`src/rtl/vpc_pkg.sv`:
```
package vpc_pkg;

    localparam int unsigned CFG_DATA_W = 64;
    localparam int unsigned CFG_ADDR_W = 6;

    // register indexes (byte address = 8 * index)
    localparam logic [2:0] REG_SERVICE_ADDRESS  = 3'd0;
    localparam logic [2:0] REG_SERVICE_PORT     = 3'd1;
    localparam logic [2:0] REG_SERVICE_PROTOCOL = 3'd2;
    localparam logic [2:0] REG_DROP_ON_MATCH    = 3'd3;
    localparam logic [2:0] REG_FIRST_BACKEND    = 3'd4;
    localparam logic [2:0] REG_SECOND_BACKEND   = 3'd5;
    localparam logic [2:0] REG_BACKEND_VALID    = 3'd6;

    localparam logic [7:0] PROTO_TCP = 8'd6;
    localparam logic [7:0] PROTO_UDP = 8'd17;
    localparam logic [15:0] ETHERTYPE_IPV4 = 16'h0800;
    localparam logic [3:0] MIN_IHL = 4'd5;
    localparam logic [1:0] NO_BACKEND = 2'd2;

    // byte positions inside the frame
    localparam logic [6:0] POS_ETYPE_HI  = 7'd12;
    localparam logic [6:0] POS_ETYPE_LO  = 7'd13;
    localparam logic [6:0] POS_IHL       = 7'd14;
    localparam logic [6:0] POS_PROTOCOL  = 7'd23;
    localparam logic [6:0] POS_SRC_FIRST = 7'd26;
    localparam logic [6:0] POS_SRC_LAST  = 7'd29;
    localparam logic [6:0] POS_DST_FIRST = 7'd30;
    localparam logic [6:0] POS_DST_LAST  = 7'd33;
    localparam logic [6:0] POS_SATURATE  = 7'd127;

    localparam logic [6:0] ETH_HDR_LEN    = 7'd14;
    localparam logic [7:0] MIN_IP_FRAME   = 8'd34;
    localparam logic [7:0] TCP_HDR_LEN    = 8'd20;
    localparam logic [7:0] UDP_HDR_LEN    = 8'd8;

    typedef struct packed {
        logic [7:0] frame_byte;
        logic       frame_end;
    } in_word_t;

    typedef struct packed {
        logic        verdict;
        logic        matched;
        logic [31:0] source_address;
        logic [31:0] destination_address;
        logic [15:0] source_port;
        logic [15:0] destination_port;
        logic [7:0]  protocol_number;
        logic [1:0]  backend_index;
        logic [31:0] backend_address;
        logic [15:0] backend_svc_port;
    } out_word_t;

    typedef struct packed {
        logic [31:0] service_address;
        logic [15:0] service_port;
        logic [7:0]  service_protocol;
        logic        drop_on_match;
        logic [47:0] first_backend;
        logic [47:0] second_backend;
        logic [1:0]  backend_valid_mask;
    } cfg_t;

    // register defaults: service protocol TCP, everything else zero
    localparam cfg_t CFG_RESET = {32'd0, 16'd0, PROTO_TCP, 1'b0, 48'd0, 48'd0, 2'd0};

endpackage

```
`src/rtl/vip_packet_classifier_top.sv`:
```
// Classifies Ethernet frames against one configured IPv4 virtual service.
// Input channel (in_valid/in_stall/in_data): one frame byte per word, with
// frame_end set on the last byte. Output channel (out_valid/out_stall/
// out_data): exactly one result word per frame, emitted for its last byte;
// other bytes produce nothing.
// Throughput: one input word per cycle, sustained, including back-to-back
// frames, while in_stall is low. A last byte is parsed from the input
// register, and its result is valid on the output from the result register.
// The parse state and the match compare sit between the input register and
// the result register, so every byte takes a single pass.
// When the receiver stalls, the result word holds; the block keeps taking
// bytes that produce no result, and one extra word is caught in a skid slot
// before in_stall rises, so in_stall is a flop output.
// Configuration is an APB slave with 64-bit data, registers at 8*index;
// write it only while no frame is in progress.
// Reset clears the frame parse state and both channels and loads the
// register defaults (service protocol TCP, everything else zero).
module vip_packet_classifier_top (
    input  logic                              clk,
    input  logic                              rst_n,
    input  logic                              in_valid,
    output logic                              in_stall,
    input  vpc_pkg::in_word_t                 in_data,
    output logic                              out_valid,
    input  logic                              out_stall,
    output vpc_pkg::out_word_t                out_data,
    input  logic                              psel,
    input  logic                              penable,
    input  logic                              pwrite,
    input  logic [vpc_pkg::CFG_ADDR_W-1:0]    paddr,
    input  logic [vpc_pkg::CFG_DATA_W-1:0]    pwdata,
    output logic [vpc_pkg::CFG_DATA_W-1:0]    prdata,
    output logic                              pready
);
    import vpc_pkg::*;

    cfg_t     cfg;
    logic     head_valid;
    in_word_t head_data;
    logic     consume;

    vpc_cfg_regs u_cfg (
        .clk     (clk),
        .rst_n   (rst_n),
        .psel    (psel),
        .penable (penable),
        .pwrite  (pwrite),
        .paddr   (paddr),
        .pwdata  (pwdata),
        .prdata  (prdata),
        .pready  (pready),
        .cfg     (cfg)
    );

    vpc_in_skid u_in (
        .clk        (clk),
        .rst_n      (rst_n),
        .in_valid   (in_valid),
        .in_stall   (in_stall),
        .in_data    (in_data),
        .head_valid (head_valid),
        .head_data  (head_data),
        .consume    (consume)
    );

    vpc_parser u_parse (
        .clk        (clk),
        .rst_n      (rst_n),
        .cfg        (cfg),
        .head_valid (head_valid),
        .head_data  (head_data),
        .consume    (consume),
        .out_valid  (out_valid),
        .out_stall  (out_stall),
        .out_data   (out_data)
    );

endmodule

```
`src/rtl/vpc_cfg_regs.sv`:
```
module vpc_cfg_regs (
    input  logic                              clk,
    input  logic                              rst_n,
    input  logic                              psel,
    input  logic                              penable,
    input  logic                              pwrite,
    input  logic [vpc_pkg::CFG_ADDR_W-1:0]    paddr,
    input  logic [vpc_pkg::CFG_DATA_W-1:0]    pwdata,
    output logic [vpc_pkg::CFG_DATA_W-1:0]    prdata,
    output logic                              pready,
    output vpc_pkg::cfg_t                     cfg
);
    import vpc_pkg::*;

    cfg_t       cfg_reg;
    cfg_t       cfg_next;
    logic       wr_en;
    logic [2:0] reg_idx;

    assign pready  = 1'b1;
    assign wr_en   = psel & penable & pwrite & pready;
    assign reg_idx = paddr[5:3];
    assign cfg     = cfg_reg;

    always_comb
    begin
        cfg_next = cfg_reg;
        if (wr_en)
        begin
            case (reg_idx)
                REG_SERVICE_ADDRESS:  cfg_next.service_address    = pwdata[31:0];
                REG_SERVICE_PORT:     cfg_next.service_port       = pwdata[15:0];
                REG_SERVICE_PROTOCOL: cfg_next.service_protocol   = pwdata[7:0];
                REG_DROP_ON_MATCH:    cfg_next.drop_on_match      = pwdata[0];
                REG_FIRST_BACKEND:    cfg_next.first_backend      = pwdata[47:0];
                REG_SECOND_BACKEND:   cfg_next.second_backend     = pwdata[47:0];
                REG_BACKEND_VALID:    cfg_next.backend_valid_mask = pwdata[1:0];
                default:              cfg_next = cfg_reg;
            endcase
        end
    end

    always_comb
    begin
        case (reg_idx)
            REG_SERVICE_ADDRESS:  prdata = {32'd0, cfg_reg.service_address};
            REG_SERVICE_PORT:     prdata = {48'd0, cfg_reg.service_port};
            REG_SERVICE_PROTOCOL: prdata = {56'd0, cfg_reg.service_protocol};
            REG_DROP_ON_MATCH:    prdata = {63'd0, cfg_reg.drop_on_match};
            REG_FIRST_BACKEND:    prdata = {16'd0, cfg_reg.first_backend};
            REG_SECOND_BACKEND:   prdata = {16'd0, cfg_reg.second_backend};
            REG_BACKEND_VALID:    prdata = {62'd0, cfg_reg.backend_valid_mask};
            default:              prdata = '0;
        endcase
    end

    always_ff @(posedge clk or negedge rst_n)
    begin
        if (!rst_n)
        begin
            cfg_reg <= CFG_RESET;
        end
        else
        begin
            cfg_reg <= cfg_next;
        end
    end

endmodule

```
`src/rtl/vpc_in_skid.sv`:
```
module vpc_in_skid (
    input  logic              clk,
    input  logic              rst_n,
    input  logic              in_valid,
    output logic              in_stall,
    input  vpc_pkg::in_word_t in_data,
    output logic              head_valid,
    output vpc_pkg::in_word_t head_data,
    input  logic              consume
);
    import vpc_pkg::*;

    logic     head_valid_reg, head_valid_next;
    logic     skid_valid_reg, skid_valid_next;
    in_word_t head_reg, head_next;
    in_word_t skid_reg, skid_next;
    logic     accept;

    // stall is a flop: the skid slot absorbs the word in flight
    assign in_stall   = skid_valid_reg;
    assign accept     = in_valid & ~skid_valid_reg;
    assign head_valid = head_valid_reg;
    assign head_data  = head_reg;

    always_comb
    begin
        head_valid_next = head_valid_reg;
        skid_valid_next = skid_valid_reg;
        head_next       = head_reg;
        skid_next       = skid_reg;
        if (!head_valid_reg || consume)
        begin
            if (skid_valid_reg)
            begin
                head_valid_next = 1'b1;
                head_next       = skid_reg;
                skid_valid_next = 1'b0;
            end
            else
            begin
                head_valid_next = accept;
                head_next       = in_data;
            end
        end
        else if (accept)
        begin
            skid_valid_next = 1'b1;
            skid_next       = in_data;
        end
    end

    always_ff @(posedge clk or negedge rst_n)
    begin
        if (!rst_n)
        begin
            head_valid_reg <= 1'b0;
            skid_valid_reg <= 1'b0;
        end
        else
        begin
            head_valid_reg <= head_valid_next;
            skid_valid_reg <= skid_valid_next;
        end
    end

    always_ff @(posedge clk)
    begin
        head_reg <= head_next;
        skid_reg <= skid_next;
    end

endmodule

```
`src/rtl/vpc_parser.sv`:
```
module vpc_parser (
    input  logic               clk,
    input  logic               rst_n,
    input  vpc_pkg::cfg_t      cfg,
    input  logic               head_valid,
    input  vpc_pkg::in_word_t  head_data,
    output logic               consume,
    output logic               out_valid,
    input  logic               out_stall,
    output vpc_pkg::out_word_t out_data
);
    import vpc_pkg::*;

    logic [6:0]  offset_reg, offset_next;
    logic [15:0] etype_reg, etype_next;
    logic [3:0]  ihl_reg, ihl_next;
    logic [7:0]  proto_reg, proto_next;
    logic [31:0] src_addr_reg, src_addr_next;
    logic [31:0] dst_addr_reg, dst_addr_next;
    logic [15:0] src_port_reg, src_port_next;
    logic [15:0] dest_port_reg, dest_port_next;
    logic        out_valid_reg, out_valid_next;
    out_word_t   out_reg, out_next;

    logic        res_ready;
    logic        fire;
    logic        last;
    logic [7:0]  b;
    logic [6:0]  pos;
    logic [6:0]  l4;
    logic [7:0]  l4_ext;
    logic [7:0]  frame_len;
    logic        hdr_ok;
    logic        match;
    out_word_t   result;

    assign b         = head_data.frame_byte;
    assign last      = head_data.frame_end;
    assign pos       = offset_reg;
    assign res_ready = ~out_valid_reg | ~out_stall;
    assign consume   = head_valid & (~last | res_ready);
    assign fire      = consume;
    assign out_valid = out_valid_reg;
    assign out_data  = out_reg;

    assign l4        = ETH_HDR_LEN + {1'b0, ihl_reg, 2'b00};
    assign l4_ext    = {1'b0, l4};
    assign frame_len = {1'b0, pos} + 8'd1;

    // The last byte of a frame that can match lies past every captured field,
    // so the decision works from the fields stored before it.
    always_comb
    begin
        hdr_ok = (etype_reg == ETHERTYPE_IPV4) && (frame_len >= MIN_IP_FRAME)
                 && (ihl_reg >= MIN_IHL);
        if (proto_reg == PROTO_TCP)
        begin
            hdr_ok = hdr_ok && (frame_len >= l4_ext + TCP_HDR_LEN);
        end
        else if (proto_reg == PROTO_UDP)
        begin
            hdr_ok = hdr_ok && (frame_len >= l4_ext + UDP_HDR_LEN);
        end
        else
        begin
            hdr_ok = 1'b0;
        end
        match = hdr_ok && (dst_addr_reg == cfg.service_address)
                && (dest_port_reg == cfg.service_port)
                && (proto_reg == cfg.service_protocol);
    end

    always_comb
    begin
        result = '0;
        if (match)
        begin
            result.verdict             = cfg.drop_on_match;
            result.matched             = 1'b1;
            result.source_address      = src_addr_reg;
            result.destination_address = dst_addr_reg;
            result.source_port         = src_port_reg;
            result.destination_port    = dest_port_reg;
            result.protocol_number     = proto_reg;
            if (cfg.backend_valid_mask[0])
            begin
                result.backend_index    = 2'd0;
                result.backend_address  = cfg.first_backend[47:16];
                result.backend_svc_port = cfg.first_backend[15:0];
            end
            else if (cfg.backend_valid_mask[1])
            begin
                result.backend_index    = 2'd1;
                result.backend_address  = cfg.second_backend[47:16];
                result.backend_svc_port = cfg.second_backend[15:0];
            end
            else
            begin
                result.backend_index   = NO_BACKEND;
            end
        end
    end

    always_comb
    begin
        offset_next    = offset_reg;
        etype_next     = etype_reg;
        ihl_next       = ihl_reg;
        proto_next     = proto_reg;
        src_addr_next  = src_addr_reg;
        dst_addr_next  = dst_addr_reg;
        src_port_next  = src_port_reg;
        dest_port_next = dest_port_reg;
        if (fire)
        begin
            if (last)
            begin
                offset_next    = '0;
                etype_next     = '0;
                ihl_next       = '0;
                proto_next     = '0;
                src_addr_next  = '0;
                dst_addr_next  = '0;
                src_port_next  = '0;
                dest_port_next = '0;
            end
            else if (pos != POS_SATURATE)
            begin
                offset_next = pos + 7'd1;
                if (pos == POS_ETYPE_HI || pos == POS_ETYPE_LO)
                begin
                    etype_next = {etype_reg[7:0], b};
                end
                if (pos == POS_IHL)
                begin
                    ihl_next = b[3:0];
                end
                if (pos == POS_PROTOCOL)
                begin
                    proto_next = b;
                end
                if (pos >= POS_SRC_FIRST && pos <= POS_SRC_LAST)
                begin
                    src_addr_next = {src_addr_reg[23:0], b};
                end
                if (pos >= POS_DST_FIRST && pos <= POS_DST_LAST)
                begin
                    dst_addr_next = {dst_addr_reg[23:0], b};
                end
                if (pos > POS_IHL)
                begin
                    if (pos == l4 || pos == l4 + 7'd1)
                    begin
                        src_port_next = {src_port_reg[7:0], b};
                    end
                    if (pos == l4 + 7'd2 || pos == l4 + 7'd3)
                    begin
                        dest_port_next = {dest_port_reg[7:0], b};
                    end
                end
            end
        end
    end

    always_comb
    begin
        out_valid_next = out_valid_reg & out_stall;
        out_next       = out_reg;
        if (fire && last)
        begin
            out_valid_next = 1'b1;
            out_next       = result;
        end
    end

    always_ff @(posedge clk or negedge rst_n)
    begin
        if (!rst_n)
        begin
            offset_reg    <= '0;
            etype_reg     <= '0;
            ihl_reg       <= '0;
            proto_reg     <= '0;
            src_addr_reg  <= '0;
            dst_addr_reg  <= '0;
            src_port_reg  <= '0;
            dest_port_reg <= '0;
            out_valid_reg <= 1'b0;
        end
        else
        begin
            offset_reg    <= offset_next;
            etype_reg     <= etype_next;
            ihl_reg       <= ihl_next;
            proto_reg     <= proto_next;
            src_addr_reg  <= src_addr_next;
            dst_addr_reg  <= dst_addr_next;
            src_port_reg  <= src_port_next;
            dest_port_reg <= dest_port_next;
            out_valid_reg <= out_valid_next;
        end
    end

    always_ff @(posedge clk)
    begin
        out_reg <= out_next;
    end

endmodule

```
`config.mk`:
```
export PLATFORM = sky130hd
export DESIGN_NAME = vip_packet_classifier_top
export DESIGN_NICKNAME = d
export VERILOG_FILES = /design/src/rtl/vpc_pkg.sv /design/src/rtl/vip_packet_classifier_top.sv /design/src/rtl/vpc_cfg_regs.sv /design/src/rtl/vpc_in_skid.sv /design/src/rtl/vpc_parser.sv
export SDC_FILE = /design/constraint.sdc
export NUM_CORES = 1
export LEC_CHECK = 0
export BUFFER_PORTS_ARGS = -buffer_cell sky130_fd_sc_hd__buf_4
export CORE_MARGIN = 4
export CORE_UTILIZATION = 62
export DETAILED_ROUTE_END_ITERATION = 8
export GPL_TIMING_DRIVEN = 0
export PLACE_DENSITY = 0.85
export RECOVER_POWER = 50
export SETUP_SLACK_MARGIN = 0.02
export SLEW_MARGIN = 5
export SYNTH_ARGS = -nofsm -noshare
export SYNTH_HDL_FRONTEND = slang
export SYNTH_SLANG_ARGS = --single-unit
```
`constraint.sdc`:
```
create_clock -name clk -period 14.15 [get_ports clk]
set_input_delay 2.1225 -clock clk [delete_from_list [all_inputs] [get_ports clk]]
set_output_delay 2.1225 -clock clk [all_outputs]
set_load 0.1 [all_outputs]
```
==> results of run 1 <==
## cell type report
class                   count  area (um2)
diodes                      1        2.50
plain buffers             154         779
clock buffers              66        1320
clock inverters            20         220
fillers                  2368        9080
inverters                  22        83.8
multi-input cells        1055        8820
flip-flops and latches    463       12500
well taps                 455         569
repair buffers            276        1470
## power groups by stage
stage,Sequential [mW],Clock [mW],Combinational [mW]
6_report,1.79,1.25,0.908
3_3_place_gp,1.79,0,0.893
4_1_cts,1.77,1.25,0.931
2_1_floorplan,1.91,0,0.519
5_1_grt,1.80,1.31,0.965
3_5_place_dp,1.79,0,0.923
## cell usage after synthesis (33+ instances only)
cell	instances	area [um2]
dfrtp_1	287	7180
edfxtp_1	174	5230
mux2_2	165	1860
nand2_1	136	510
and4_1	101	885
clkbuf_1	82	308
o21ai_0	72	360
a22o_1	64	561
a22oi_1	64	480
nor2_1	59	221
xnor2_1	51	447
nor4b_4	40	951
buf_2	33	165
## per-layer routing
| metal | wire length (um) | share of wire, % |
|---|---|---|
| met1 | 24500 | 39 |
| met2 | 29500 | 47 |
| met3 | 6080 | 9.7 |
| met4 | 2580 | 4.1 |
| met5 | 0 | 0 |
## worst reg2reg max path, stage by stage, from the launching register on
cell        delay [ps]
edfxtp_1           510
nand3_1            310
clkinvlp_2        1480
clkbuf_1          4030
a21oi_1           1070
clkbuf_1           500
a22o_1             310
## per-stage QoR
step                hold slack [ps]  area (um2)  worst slack, ps
global route                    517       25700             3870
floorplan                       464       22200             7080
global placement                480       24800             5290
CTS                             502       26400             7640
finish                          501       25700             4650
detailed placement              485       24900             7670
## final timing paths
check                                      endpoint  slack (ps)  cells after the start
min reg2reg                u_parse.src_addr_reg[28]         500                      1
max                        u_parse.src_addr_reg[25]        4650                      8
max reg2reg                u_parse.src_addr_reg[25]        5850                      6
min in group asynchronous             u_in.in_stall        2590                      1
max in group asynchronous             u_cfg.cfg[18]        5860                      2
min                        u_parse.src_addr_reg[28]         500                      1
## kinds of logic after synthesis
kind of cell | synth area share, %
AOI/OAI and AO/OA | 9.00
xor gates and xnor gates | 2.86
adders and majority gates | 1.19
buffers and inverters | 3.92
DFF | 56.4
muxes | 11.4
other | 0.0340
and+or+nand+nor | 15.2
==> impl_metrics.json, run 1 <==
{
  "violations": "capacitance limit, slew limit",
  "switchingPower_mw": 1.37,
  "fin_nets": 2125,
  "status": "finished, violations left",
  "largest_reg_flops": 156,
  "start_util_pct": 63.5,
  "root_buffer": "clkbuf_16",
  "synthFlopType": "dfrtp_1",
  "fin_crit_sh_pct": 67.1,
  "core-area_um2": 34800,
  "startpoint_type": "input pin",
  "crit_type": "in -> reg",
  "fin_util_pct": 73.9,
  "max_cap_viol_count": 6,
  "insertion_delay_ps": 580,
  "die_h_um": 197,
  "worst_path_dominant_cell_family": "buffers and inverters",
  "synth_edf_count": 174,
  "h-tree-depth": 2,
  "mostFrequentLayoutCells": "dfrtp_1 (287), clkbuf_1 (265), edfxtp_1 (174), mux2_2 (165), nand2_1 (136)",
  "power.density_nw_per_um2": 153,
  "slew_viol_final": 381,
  "required_ps": 14610,
  "fmax_mhz": 105,
  "syn_inst": 1675,
  "cts_resized": 0,
  "ys_warn_count": 0,
  "cts_setup_buffers": 0,
  "viasPerCell": 6.42,
  "met3_usage_pct": 6.38,
  "dp_hpwl_um": 44600,
  "clock-sinks": 463,
  "ys_seq_area_share_pct": 56.4,
  "arrival_ps": 9960,
  "crit_path_start": "out_stall",
  "vias": 16100,
  "path_clk_slew_ps": 60,
  "slew_headroom_pct": -284,
  "cp-end-kind": "flip-flop",
  "p_seq_share_pct": 45.3,
  "cts_hold_repair.buffers": 0,
  "wl_um": 62700,
  "cp_max_fo": 112,
  "final.setup.tns_ps": 0,
  "cts_buffers": 46,
  "critical_path.cell_chain": "clkbuf_1 -> nand2_1 -> nand3_1 -> clkinvlp_2 -> clkbuf_1 -> a21oi_1 -> clkbuf_1 -> a22o_1",
  "hold_class": "reg -> reg",
  "rows": 68,
  "fin_crit_ps": 9500,
  "netlist_area_um2": 22100,
  "wire_per_inst_um": 25.0,
  "ioPinCount": 309,
  "overflow": 0,
  "r2r-start": "u_in.head_data[0]",
  "grt.met1_usage_pct": 45.0,
  "rsz0062_at_grt": "no",
  "numPortBuffers": 271,
  "grt_pass1_vias": 16100,
  "die_area_um2": 38700,
  "place_congestion": 0.951,
  "dp_cells": 2425,
  "power_frac_comb_pct": 23.0,
  "drt_iter0_markers": 1662,
  "final-setup-viol-count": 0,
  "grt.met2_usage_pct": 49.8,
  "area.growth.synth_to_final_pct": 16.5,
  "cellInternalPower_mw": 2.57,
  "ys_types": 67,
  "fin_worst_skew_ps": 25.5,
  "syn_avg_cell_area_um2": 13.2,
  "final_common_cell": "dfrtp_1",
  "stdcell_count": 2512,
  "grt_antenna_before_repair": 1,
  "switching_share_pct": 34.7,
  "drtPass1Iterations": 6,
  "drc": 0,
  "cpPeakStageDelay_ps": 4020,
  "ys_ff_latch": 463,
  "ant_nets": 0,
  "tightest_slew_ps": 5760,
  "grt_max_degree": 113,
  "synthArstFlopShare_pct": 62.4,
  "path_buf_inv": 4,
  "grt_pass1_wl_um": 96500,
  "grtUsageTotal_pct": 31.8,
  "die_x_um": 197,
  "leakage_nw": 10.3,
  "finalPower_mw": 3.94,
  "tritoncts": "built",
  "slowest_stage": "clkbuf_1",
  "hold_start": "u_parse.src_addr_reg[28]",
  "ir_drop_v": 0.000104,
  "max-clock-path-buffers": 3,
  "p_clk_share_pct": 31.6,
  "drive_gt1_share_pct": 23.5,
  "final-hold-violation-count": 0,
  "crit_top_cell": "clkbuf_1",
  "grt-busiest-layer": "met2"
}
No activity file was read; power rests on OpenSTA's default activity.
==> run 2, diff against run 1 <==
--- a/config.mk
+++ b/config.mk
@@ -5,12 +5,13 @@
 export SDC_FILE = /design/constraint.sdc
 export NUM_CORES = 1
 export LEC_CHECK = 0
+export ABC_AREA = 1
 export BUFFER_PORTS_ARGS = -buffer_cell sky130_fd_sc_hd__buf_4
 export CORE_MARGIN = 4
-export CORE_UTILIZATION = 62
+export CORE_UTILIZATION = 52
 export DETAILED_ROUTE_END_ITERATION = 8
 export GPL_TIMING_DRIVEN = 0
-export PLACE_DENSITY = 0.85
+export PLACE_DENSITY = 0.77
 export RECOVER_POWER = 50
 export SETUP_SLACK_MARGIN = 0.02
 export SLEW_MARGIN = 5
==> constraint.sdc (replaced) <==
create_clock -name clk -period 7.8 [get_ports clk]
set_input_delay 1.17 -clock clk [delete_from_list [all_inputs] [get_ports clk]]
set_output_delay 1.17 -clock clk [all_outputs]
set_load 0.1 [all_outputs]
==> run 2 against run 1 <==
  * The run still ends with capacitance limit, slew limit left
  * Area after synthesis is 6.9% lower
  * Via count is 3.1% higher
  * Clock skew is 2.6 ps higher
==> impl_metrics.json, run 2 <==
{
  "synthAdderAreaFrac_pct": 1.28,
  "synthArstFlopShare_pct": 62.4,
  "area.growth.synth_to_final_pct": 18.3,
  "ant_nets": 0,
  "drtPass1Iterations": 6,
  "syn_inst": 2085,
  "ys_ff_latch": 463,
  "ys_warn_count": 0,
  "worstHoldPathCells": 2,
  "layout.area.seq_um2": 12500,
  "slowest_stage": "clkinvlp_2",
  "n_fill_cell": 3290,
  "grtUsageTotal_pct": 27.5,
  "path_buf_inv": 4,
  "slew_headroom_pct": -183,
  "r2r-start": "u_in.head_data[0]",
  "synthFlopType": "dfrtp_1",
  "fmax_mhz": 179,
  "max_cap_viol_count": 2,
  "synth_area_leaders": "dfrtp_1 (35%), edfxtp_1 (25%), nand2_1 (7.8%), inv_1 (5.3%), o21ai_0 (4.3%)",
  "cpPeakStageDelay_ps": 2160,
  "cp-end-kind": "flip-flop",
  "fin_crit_sh_pct": 71.6,
  "rows": 72,
  "leakage_nw": 10.4,
  "ioPinCount": 309,
  "die_x_um": 207,
  "fin_worst_skew_ps": 28.1,
  "wl_um": 60500,
  "final-hold-violation-count": 0,
  "start_util_pct": 53.0,
  "hold_start": "u_parse.ihl_reg[1]",
  "netlist_area_um2": 20600,
  "cts_setup_buffers": 0,
  "synthSimpleGateAreaFrac_pct": 15.2,
  "drt_iter0_markers": 1645,
  "fin_crit_ps": 5590,
  "synth_largest_area_cell": "dfrtp_1",
  "cp_max_fo": 59,
  "wire_per_inst_um": 20.3,
  "path_clk_slew_ps": 60,
  "ir_drop_v": 0.000158,
  "crit_type": "in -> reg",
  "synth.area.mux_share_pct": 1.75,
  "grt_antenna_before_repair": 0,
  "critical_path.cell_chain": "clkbuf_1 -> nand3_1 -> nand2_1 -> inv_1 -> nand2_1 -> clkinvlp_2 -> a41oi_2 -> clkbuf_1 -> o21ai_0",
  "hold_class": "reg -> reg",
  "worst_path_dominant_cell_family": "buffers and inverters",
  "cts_hold_repair.buffers": 0,
  "violations": "capacitance limit, slew limit",
  "tightest_slew_ps": 4240,
  "ys_types": 47,
  "drive_gt1_share_pct": 14.6,
  "mostFrequentLayoutCells": "nand2_1 (428), inv_1 (291), dfrtp_1 (287), clkbuf_1 (237), o21ai_0 (181)",
  "die_h_um": 207,
  "grt_pass1_wl_um": 90700,
  "multi_input_area_um2": 6480,
  "synth_top_cell_area_share_pct": 34.9,
  "reg2reg_depth": 8,
  "drc": 0,
  "slew_viol_final": 135,
  "status": "finished, violations left",
  "power.density_nw_per_um2": 283,
  "r2r-end": "u_parse.proto_reg[2]",
  "viasPerCell": 5.56,
  "place_congestion": 0.966,
  "grt_pass1_vias": 15900,
  "clock-sinks": 463,
  "syn_avg_cell_area_um2": 9.86,
  "die_area_um2": 42800,
  "reg2reg_slack_ps": 2480,
  "fin_nets": 2534,
  "final_common_cell": "nand2_1",
  "tritoncts": "built",
  "final.setup.tns_ps": 0,
  "ys_seq_area_share_pct": 60.6,
  "vias": 16600,
  "final-setup-viol-count": 0,
  "synth_edf_count": 174,
  "grt_max_degree": 114,
  "numPortBuffers": 271,
  "synth_compound_area_share_pct": 11.4,
  "max-clock-path-buffers": 3,
  "required_ps": 8240,
  "cts_buffers": 47,
  "synth_top_cells_by_count": "nand2_1 (428), inv_1 (291), dfrtp_1 (287)",
  "h-tree-depth": 2,
  "root_buffer": "clkbuf_16",
  "startpoint_type": "input pin",
  "synth_top_family_by_area": "simple AND/OR/NAND/NOR gates",
  "hold_end": "u_parse.ihl_reg[1]",
  "worst_slack_ps": 2210,
  "synth_xor_area_share_pct": 1.42,
  "largest_reg_flops": 156,
  "cts_resized": 0,
  "place_ws_ps": 3380,
  "overflow": 0,
  "rsz0062_at_grt": "no",
  "insertion_delay_ps": 580,
  "finalPower_mw": 6.88,
  "dp_hpwl_um": 44000,
  "arrival_ps": 6030,
  "core-area_um2": 38800,
  "post-synth-top-count-cell": "nand2_1"
}
[run 2: cell type report]
class / count / area share (%)
multi-input combinational: 1229 / 26.7
antenna: 3 / 0.0309
clock buffer: 68 / 5.37
inverter: 298 / 4.61
clock inverter: 20 / 0.659
tap: 518 / 2.67
buffer: 114 / 2.38
sequential: 463 / 51.2
timing repair buffer: 274 / 6.39
[run 2: worst reg2reg max path: cells and delay by family (launching register included)]
kind | cells | cell delay, ps
compound gates | 2 | 1640
buf+inv | 3 | 2610
flops | 1 | 450
simple gates | 3 | 480
[run 2: cells by family after synthesis]
| group | count (synthesis) |
|---|---|
| compound gates | 391 |
| xor+xnor | 31 |
| fa+ha+maj | 21 |
| buf+inv | 412 |
| flops | 463 |
| mux | 32 |
| other cells | 2 |
| simple gates | 733 |
[run 2: power breakdown]
group / internal [mW] / leakage, nW / switching (mW) / total (mW)
logic: 0.392 / 4.40 / 1.26 / 1.65
registers: 2.83 / 5.29 / 0.232 / 3.06
clock network: 1.23 / 0.720 / 0.941 / 2.17
total: 4.45 / 10.4 / 2.43 / 6.88
[run 2: layer usage]
| metal | vias up | part of all wire (%) | global-route usage (%) |
|---|---|---|---|
| met5 | - | 0 | 0 |
| met4 | 0 | 3.7 | 10.0 |
| met3 | 135 | 10 | 5.12 |
| met1 | 8056 | 40 | 39.1 |
| li1 | 7538 | - | - |
| met2 | 882 | 46 | 43.0 |
[run 2: stage by stage]
| stage | cells | instance area, um2 | util, % | hold slack (ps) |
|---|---|---|---|---|
| 3_3_place_gp | 2893 | 23300 | 60.0 | 470 |
| 3_5_place_dp | 2896 | 23400 | 60.3 | 489 |
| 5_1_grt | 2984 | 24300 | 62.6 | 527 |
| 6_report | 2987 | 24300 | 62.6 | 501 |
| 4_1_cts | 2984 | 24900 | 64.1 | 503 |
| 2_1_floorplan | 2104 | 20600 | - | 453 |
[run 2: how the worst max path moves through the flow]
stage	startpoint	to	cells after the start
after detailed placement	paddr[4]	prdata[4]	7
after global placement	out_stall	u_parse.proto_reg[5]	10
final	out_stall	u_parse.proto_reg[2]	9
after CTS	paddr[4]	prdata[4]	7
after floorplan	out_stall	u_parse.proto_reg[5]	9
after global routing	out_stall	u_parse.proto_reg[5]	10
